### config.mk
export PLATFORM = sky130hd
export DESIGN_NAME = abrpc_ctrl
export DESIGN_NICKNAME = d
export VERILOG_FILES = /design/src/rtl/audio_buffer_rate_pi_controller_defines.svh /design/src/rtl/abrpc_pkg.sv /design/src/rtl/abrpc_ctrl.sv
export SDC_FILE = /design/constraint.sdc
export NUM_CORES = 1
export LEC_CHECK = 0
export ABC_AREA = 0
export BUFFER_PORTS_ARGS = -buffer_cell sky130_fd_sc_hd__buf_2
export CORE_AREA = 2 2 39 41
export DETAILED_ROUTE_END_ITERATION = 8
export DIE_AREA = 0 0 41 43
export GPL_TIMING_DRIVEN = 1
export MAX_ROUTING_LAYER = met4
export PLACE_DENSITY_LB_ADDON = 0.15
export SLEW_MARGIN = 25
export SYNTH_ARGS = -nofsm -noshare
export SYNTH_HDL_FRONTEND = slang
export SYNTH_SLANG_ARGS = --single-unit
### constraint.sdc
create_clock -name clk -period 2.8 [get_ports clk]
set_clock_uncertainty 0.2 [all_clocks]
set_input_delay 0.7 -clock clk [delete_from_list [all_inputs] [get_ports clk]]
set_output_delay 0.7 -clock clk [all_outputs]
set_load 0.02 [all_outputs]
### src/rtl/audio_buffer_rate_pi_controller_defines.svh
// Assertion macros shared by the audio buffer rate controller RTL.
// Depends on nothing; the including module provides clk and rst.
`ifndef AUDIO_BUFFER_RATE_PI_CONTROLLER_DEFINES_SVH
`define AUDIO_BUFFER_RATE_PI_CONTROLLER_DEFINES_SVH

// Same-cycle implication, inactive during reset.
`define ABRPC_ASSERT_NOW(label, cond_a, cond_b) \
  label: assert property (@(posedge clk) disable iff (rst) (cond_a) |-> (cond_b)) \
    else $error("abrpc same-cycle check failed");

// Next-cycle implication, inactive during reset.
`define ABRPC_ASSERT_NEXT(label, cond_a, cond_b) \
  label: assert property (@(posedge clk) disable iff (rst) (cond_a) |=> (cond_b)) \
    else $error("abrpc next-cycle check failed");

`endif

### src/rtl/abrpc_pkg.sv
// Shared types, constants and elaboration-time functions of the rate controller.
// Used by the controller, the datapath and the top level.
package abrpc_pkg;

  localparam int FILL_WIDTH_DEFAULT  = 16;
  localparam int TABLE_DEPTH_DEFAULT = 256;
  localparam int FRAC_BITS_DEFAULT   = 8;

  localparam logic [15:0] CAPACITY_RESET  = 16'd16384;
  localparam logic [14:0] MAX_CORR_RESET  = 15'd328;
  localparam logic [7:0]  SMOOTHING_RESET = 8'd4;
  localparam logic [7:0]  INTEGRAL_RESET  = 8'd8;

  localparam logic [16:0] WEIGHT_ONE = 17'h10000;
  localparam logic [16:0] ERR_ONE    = 17'h10000;

  typedef enum logic [1:0] {
    REG_CAPACITY  = 2'd0,
    REG_MAX_CORR  = 2'd1,
    REG_SMOOTHING = 2'd2,
    REG_INTEGRAL  = 2'd3
  } cfg_reg_t;

  typedef struct packed {
    logic [15:0] capacity;
    logic [14:0] max_corr;
    logic [7:0]  smoothing;
    logic [7:0]  integral;
  } cfg_t;

  typedef enum logic [4:0] {
    OP_NONE,
    OP_LOAD,
    OP_CLEAR,
    OP_ZERO,
    OP_SEED,
    OP_WINDOW,
    OP_IDX_START,
    OP_WEIGHT,
    OP_AVG_MUL,
    OP_AVG_ADD,
    OP_ERR_START,
    OP_ERR_LOAD,
    OP_MUL_ERR,
    OP_MUL_CARRY,
    OP_STEP_START,
    OP_CAND,
    OP_DECIDE,
    OP_RESULT
  } dp_op_t;

  typedef struct packed {
    logic restart;
    logic cap_zero;
    logic seeded;
    logic div_busy;
  } dp_status_t;

  typedef enum logic [4:0] {
    ST_IDLE,
    ST_DISPATCH,
    ST_IDX_START,
    ST_IDX_DIV,
    ST_WEIGHT,
    ST_AVG_MUL,
    ST_AVG_ADD,
    ST_ERR_START,
    ST_ERR_DIV,
    ST_ERR_LOAD,
    ST_MUL_ERR,
    ST_MUL_CARRY,
    ST_STEP_START,
    ST_STEP_DIV,
    ST_CAND,
    ST_DECIDE,
    ST_RESULT,
    ST_EMIT
  } state_t;

  function automatic int max2(input int a, input int b);
    return (a > b) ? a : b;
  endfunction

  // Shift-subtract division, elaboration only.
  function automatic longint unsigned wt_udiv(input longint unsigned a,
                                              input longint unsigned b);
    longint unsigned q;
    logic [64:0] r;
    q = '0;
    r = '0;
    for (int i = 63; i >= 0; i--) begin
      r = {r[63:0], a[i]};
      if (r >= {1'b0, b}) begin
        r = r - {1'b0, b};
        q[i] = 1'b1;
      end
    end
    return q;
  endfunction

  // exp(-8/depth) in Q32 from a truncated Taylor series.
  function automatic longint unsigned wt_ratio(input int depth);
    longint unsigned t;
    longint unsigned r;
    t = 64'd1 << 32;
    r = t;
    for (int k = 1; k <= 24; k++) begin
      t = wt_udiv(t * 64'd8, 64'(depth) * 64'(k));
      if (k % 2 == 1) r = r - t;
      else r = r + t;
    end
    return r;
  endfunction

  // Weight table entry: 1 - ratio^idx in Q16.
  function automatic int wt_entry(input longint unsigned ratio, input int idx);
    longint unsigned p;
    p = 64'd1 << 32;
    for (int i = 0; i < idx; i++) begin
      p = (p * ratio + (64'd1 << 31)) >> 32;
    end
    return int'(64'd65536 - ((p + 64'd32768) >> 16));
  endfunction

endpackage

### src/rtl/abrpc_ctrl.sv
// Sequencer of the rate controller: steps the datapath through one update.
// Depends on abrpc_pkg.
module abrpc_ctrl (
  input  logic                  clk,
  input  logic                  rst,
  input  logic                  in_valid,
  output logic                  in_ready,
  input  logic                  out_free,
  output logic                  out_load,
  input  abrpc_pkg::dp_status_t status,
  output abrpc_pkg::dp_op_t     op
);

  import abrpc_pkg::*;

  state_t state;
  state_t state_next;

  always_ff @(posedge clk) begin
    if (rst) state <= ST_IDLE;
    else state <= state_next;
  end

  always_comb begin
    state_next = state;
    op         = OP_NONE;
    in_ready   = 1'b0;
    out_load   = 1'b0;
    case (state)
      ST_IDLE: begin
        in_ready = !rst;
        if (in_valid && !rst) begin
          op         = OP_LOAD;
          state_next = ST_DISPATCH;
        end
      end
      ST_DISPATCH: begin
        if (status.restart) begin
          op         = OP_CLEAR;
          state_next = ST_IDLE;
        end else if (status.cap_zero) begin
          op         = OP_ZERO;
          state_next = ST_EMIT;
        end else if (!status.seeded) begin
          op         = OP_SEED;
          state_next = ST_ERR_START;
        end else begin
          op         = OP_WINDOW;
          state_next = ST_IDX_START;
        end
      end
      ST_IDX_START: begin
        op         = OP_IDX_START;
        state_next = ST_IDX_DIV;
      end
      ST_IDX_DIV:   if (!status.div_busy) state_next = ST_WEIGHT;
      ST_WEIGHT: begin
        op         = OP_WEIGHT;
        state_next = ST_AVG_MUL;
      end
      ST_AVG_MUL: begin
        op         = OP_AVG_MUL;
        state_next = ST_AVG_ADD;
      end
      ST_AVG_ADD: begin
        op         = OP_AVG_ADD;
        state_next = ST_ERR_START;
      end
      ST_ERR_START: begin
        op         = OP_ERR_START;
        state_next = ST_ERR_DIV;
      end
      ST_ERR_DIV:   if (!status.div_busy) state_next = ST_ERR_LOAD;
      ST_ERR_LOAD: begin
        op         = OP_ERR_LOAD;
        state_next = ST_MUL_ERR;
      end
      ST_MUL_ERR: begin
        op         = OP_MUL_ERR;
        state_next = ST_MUL_CARRY;
      end
      ST_MUL_CARRY: begin
        op         = OP_MUL_CARRY;
        state_next = ST_STEP_START;
      end
      ST_STEP_START: begin
        op         = OP_STEP_START;
        state_next = ST_STEP_DIV;
      end
      ST_STEP_DIV:  if (!status.div_busy) state_next = ST_CAND;
      ST_CAND: begin
        op         = OP_CAND;
        state_next = ST_DECIDE;
      end
      ST_DECIDE: begin
        op         = OP_DECIDE;
        state_next = ST_RESULT;
      end
      ST_RESULT: begin
        op         = OP_RESULT;
        state_next = ST_EMIT;
      end
      ST_EMIT: begin
        if (out_free) begin
          out_load   = 1'b1;
          state_next = ST_IDLE;
        end
      end
      default: state_next = ST_IDLE;
    endcase
  end

endmodule

==> run metrics, run 1 <==
# diodes=0; Die X=41 um; FFs w/ async S/R, synth=0%; largest net degree at the start of global routing=17; Routed Antenna Nets=0; CP max FO=10; die area=0.00176 mm2; Max Fclk=381 MHz; Worst-path clk slew=0.04 ns; Max-Cap Viols=0; 1st-iter DRT viols=17; CP cell instances=buf_4 > nand2b_1 > o41a_1 > o32a_1 > nor2_1 > buf_2; mean post-synth cell area=6.57 um2; Worst EP required=1.90 ns; io pins=15; FF+latch count, synth=5; total grt overflow=0; gr usage total=21.4%; Period Utilization, post-route=93.7%; via count=733; drt first pass iters=4; share of layout cells above drive strength 1=26.4%; largest register by flop count=state; slowest cell delay on critical path=0.39 ns; vias in the first global route=612; # fillers=144; CORE AREA=0.00138 mm2; root buffer cell=clkbuf_4; RSZ-0062 raised after global routing=no; final hold viol count=0; Mapped Cells=95; leakage power=0.000317 uW; Largest register FFs=5; row cnt=14; Worst setup EP type=output pin; Routed WL=1.60 mm; Post-synth EDFFs=0; Final Wtd Congestion=0.961; DRC=0; Area growth, synth to finish=21.0%; Skew-Pair Late Insertion Delay=0.23 ns; CTS Sinks=5; routed len/inst=12.7 um; main area contributors after synthesis=dfxtp_1, a21oi_1, nor2_1; Hold Path Class=reg2reg; hold buffers post-CTS=0; Num CTS Buffers=3; Max Buffers Root-to-Sink=2; CP Class=reg2out; most area-hungry cell type in the Yosys netlist=dfxtp_1; VDD IR-drop max=0.290 mV; area fraction of the dominant cell type after synthesis=16.0%; Largest regs=state: 5 flops; WHS=0.443 ns; syn nets=103; global-route wire length before repair=2.64 mm; Final Slew Violations=0; status=finished, final reports clean; nets=119; Pwr Density=686 mW/mm2; htree depth=1; Seq/Total Area, Yosys=16.0%; Worst EP arrival=1.72 ns; CP max-delay cell=dfxtp_1; Syn Std Cell Area=624 um2; Slew headroom=74.2%; port buffer count=14; Setup Total Neg Slack=0 ns; kind of start point of the critical path=register; Slew @ Worst Pin=0.386 ns; Vias/cell=5.82; CTS tree=built; fin crit period=2.62 ns; DIE HEIGHT=43 um; # setup viols final=0; Crit path buffers/inverters=2; CP top delay family=compound AO/OA/AOI/OAI gates; Yosys cell types=36; Yosys warning count=0; top_reg_cell synth=dfxtp_1; Initial Util=45.1%; initial antenna violation count=0; Detail Placement HPWL=1.23 mm
## per-stage QoR
step                      power [uW]  instances  instance area (um2)  setup WS [ns]  utilization [%]
final                            518        126                  756          0.176             54.6
after global routing             564        126                  756         0.0283             54.6
after floorplan                  336         95                  624          0.264                -
after CTS                        512        126                  748          0.105             54.1
after global placement           427        122                  722          0.274             52.2
after detailed placement         428        122                  722          0.245             52.2
## worst reg2reg max path, delay by kind of cell (launching register included)
family | cells | cell delay, ns
AOI/OAI and AO/OA | 3 | 0.80
and+or+nand+nor | 1 | 0.33
DFF | 1 | 0.30
buffers and inverters | 1 | 0.18
## repair_timing
action | 4_1_cts | 5_1_grt
hold endpoints to repair | 0 | 0
buffers inserted | 0 | 0
resized for setup | 0 | 2
setup endpoints to repair | 0 | 1
## metal layers
layer / vias up / GRT usage (%) / share of wire (%)
li1: 381 / - / -
met4: 0 / 4.00 / 0.37
met3: 2 / 4.71 / 3.9
met1: 332 / 28.6 / 49
met2: 18 / 32.5 / 47
met5: - / - / 0
## cell type report
type,instances,area [um2],area share (%)
repair buffers,19,108,14.2
clock buffers,4,26.3,3.48
inverters,4,15.0,1.99
flip-flops and latches,5,100,13.2
multi-input cells,78,487,64.4
well taps,16,20.0,2.65
## synthesized netlist by cell type (2+ instances only)
library cell / count
o21ai_0: 7
nor2_1: 10
a31oi_1: 2
or2_2: 4
nor3b_1: 3
nand2b_1: 4
a21oi_1: 8
dfxtp_1: 5
nor3_1: 6
clkbuf_1: 8
nor2b_1: 4
nand3_1: 2
inv_1: 4
nand2_1: 6
## kinds of logic (layout without fill, tap and decap cells)
group,Yosys count,in the layout,synth area share [%]
AO/OA/AOI/OAI,29,29,31.5
AND/OR/NAND/NOR,47,47,42.3
buffers and inverters,12,27,7.21
XOR/XNOR,1,1,1.40
multiplexers,1,1,1.60
flip-flops,5,5,16.0
## placed cells by master, fill, tap and decap left out, drive strengths merged, types with 2 or more instances in the layout
cell    count
a31oi       2
nor2b       4
a21oi       8
o21ai       7
inv         4
nand2       6
clkbuf      4
or2         4
nor3        6
dfxtp       5
buf        19
nand2b      4
nand3       2
nor2       10
nor3b       3
## worst paths after layout
path,start,end,slack [ns],depth (start not counted)
max,state[1],op[2],0.18,6
min,state[4],state[3],0.44,2
max reg2reg,state[4],state[1],0.88,5
min reg2reg,state[4],state[3],0.44,2
## report_power, final
| part | leakage (uW) | total, uW | switching [uW] | internal (uW) |
|---|---|---|---|---|
| logic | 0.000261 | 340 | 204 | 137 |
| clock network | 0.0000150 | 79.9 | 26.2 | 53.7 |
| registers | 0.0000409 | 98.0 | 12.5 | 85.5 |
(Power assumes the default switching activity.)
==> run 2: changes to the inputs <==
==> constraint.sdc (replaced) <==
create_clock -name clk -period 3.3 [get_ports clk]
set_clock_uncertainty 0.2 [all_clocks]
set_input_delay 0.825 -clock clk [delete_from_list [all_inputs] [get_ports clk]]
set_output_delay 0.825 -clock clk [all_outputs]
set_load 0.02 [all_outputs]
==> run metrics, run 2 (synthesis results as in run 1) <==
status=finished, final reports clean; CP Class=reg2out; Detail Placement HPWL=1.13 mm (-8.0%); root buffer cell=clkbuf_4; Final Wtd Congestion=0.923 (-3.9%); initial antenna violation count=0 (unchanged); gr busiest metal=met2; Largest register FFs=5 (unchanged); row cnt=14 (unchanged); largest register by flop count=state; Slew headroom=59.2% (-15 points); global-route wire length before repair=2.62 mm (-0.49%); fin crit period=2.90 ns; DRC=0 (unchanged); commonest non-fill, non-tap cell in the layout=buf_2; Max Fclk=345 MHz; Die X=41 um (unchanged); # setup viols final=0 (unchanged); Routed Antenna Nets=0 (unchanged); Initial Util=45.1% (unchanged); most frequent cells in the layout=buf_2, nor2_1, a21oi_1; DIE HEIGHT=43 um (unchanged); 1st-iter DRT viols=22 (+5); # fillers=136 (-5.6%); routed len/inst=12.8 um (+0.90%); via count=718 (-2.0%); vias in the first global route=634 (+3.6%); setup bufs post-CTS=0 (unchanged); Post-DP Area=699 um2 (-3.1%); gr usage total=21.0% (-0.37 points); Num CTS Buffers=3 (unchanged); Hold Path Class=reg2reg; CTS tree=built; fin util=52.4% (-2.2 points); post-CTS sizing=0 (unchanged); Pwr Density=587 mW/mm2 (-14%); met3 GRT Util=3.14% (-1.6 points); Worst EP required=2.27 ns (+0.37 ns); Vias/cell=5.84 (+0.34%); Routed WL=1.58 mm (-1.5%); grt met2 use=30.6% (-1.9 points); Worst EP arrival=1.88 ns (+0.16 ns); htree depth=1 (unchanged); Setup Total Neg Slack=0 ns (unchanged); Worst-path clk slew=0.04 ns (about the same); drt first pass iters=4 (unchanged); RSZ-0062 raised after global routing=no; VDD IR-drop max=0.329 mV (+13%); post-route design area=726 um2 (-4.0%); total grt overflow=0 (unchanged); port buffer count=14 (unchanged); Skew-Pair Late Insertion Delay=0.23 ns (about the same); Slew @ Worst Pin=0.611 ns (+0.225 ns); WHS=0.445 ns (+0.00261 ns); hold buffers post-CTS=0 (unchanged); Largest regs=state: 5 flops; Worst setup EP type=output pin; kind of start point of the critical path=register; Post-Layout Cell Count=123 (-2.4%); final hold viol count=0 (unchanged); CP max FO=18 (+8); CORE AREA=0.00138 mm2 (unchanged); largest net degree at the start of global routing=21 (+4); Max Buffers Root-to-Sink=2 (unchanged); die area=0.00176 mm2 (unchanged); share of layout cells above drive strength 1=22.4% (-3.9 points); met1 GRT Util=29.4% (+0.83 points); Max-Cap Viols=0 (unchanged); io pins=15 (unchanged); # diodes=0 (unchanged); Period Utilization, post-route=87.9%; leakage power=0.000299 uW (-5.7%); Area growth, synth to finish=16.2%; CTS Sinks=5 (unchanged); placed cell count=119 (-2.5%); Final Slew Violations=0 (unchanged); nets=116 (-2.5%)
run 2: changes by cell type in the layout (fill, tap and decap cells not counted), sizes merged:
cell and delta:
buf -3
run 2: final cells by class:
class | count | area, um2 | share of cell area (%)
flip-flops and latches | 5 | 100 | 13.8
repair buffers | 16 | 85.1 | 11.7
clock buffers | 4 | 26.3 | 3.62
inverters | 4 | 15.0 | 2.07
well taps | 16 | 20.0 | 2.76
multi-input cells | 78 | 479 | 66.0
run 2: worst max-delay path: stages (launching register included):
cell and delay, ns:
dfxtp_1 0.47, or3b_1 0.48, nor3_1 0.25, o21ai_0 0.13, o311ai_0 0.10, buf_2 0.22
run 2: layer usage:
layer | share of wire (%) | wire length (um) | up-vias
li1 | - | - | 373
met1 | 48 | 758 | 320
met2 | 46 | 718 | 23
met3 | 5.3 | 83 | 2
met4 | 1.0 | 16 | 0
met5 | 0 | 0 | -
run 2: metrics by stage:
stage,setup WS [ns],power (uW)
after global routing,0.272,466
after CTS,0.413,425
final,0.399,426
after floorplan,0.514,285
after global placement,0.515,358
after detailed placement,0.509,355
run 2: report_power, final:
group          internal [uW]  switching, uW
sequential              72.6           21.8
clock                   45.4           20.7
combinational            107            158
run 2: path summary, 6_finish.rpt:
path / start / endpoint / slack (ns) / cells after the start
worst max-delay path: state[1] / op[0] / 0.40 / 5
worst min-delay path: state[4] / state[3] / 0.45 / 2
worst max register to register: state[1] / state[2] / 1.29 / 4
worst min register to register: state[4] / state[3] / 0.45 / 2
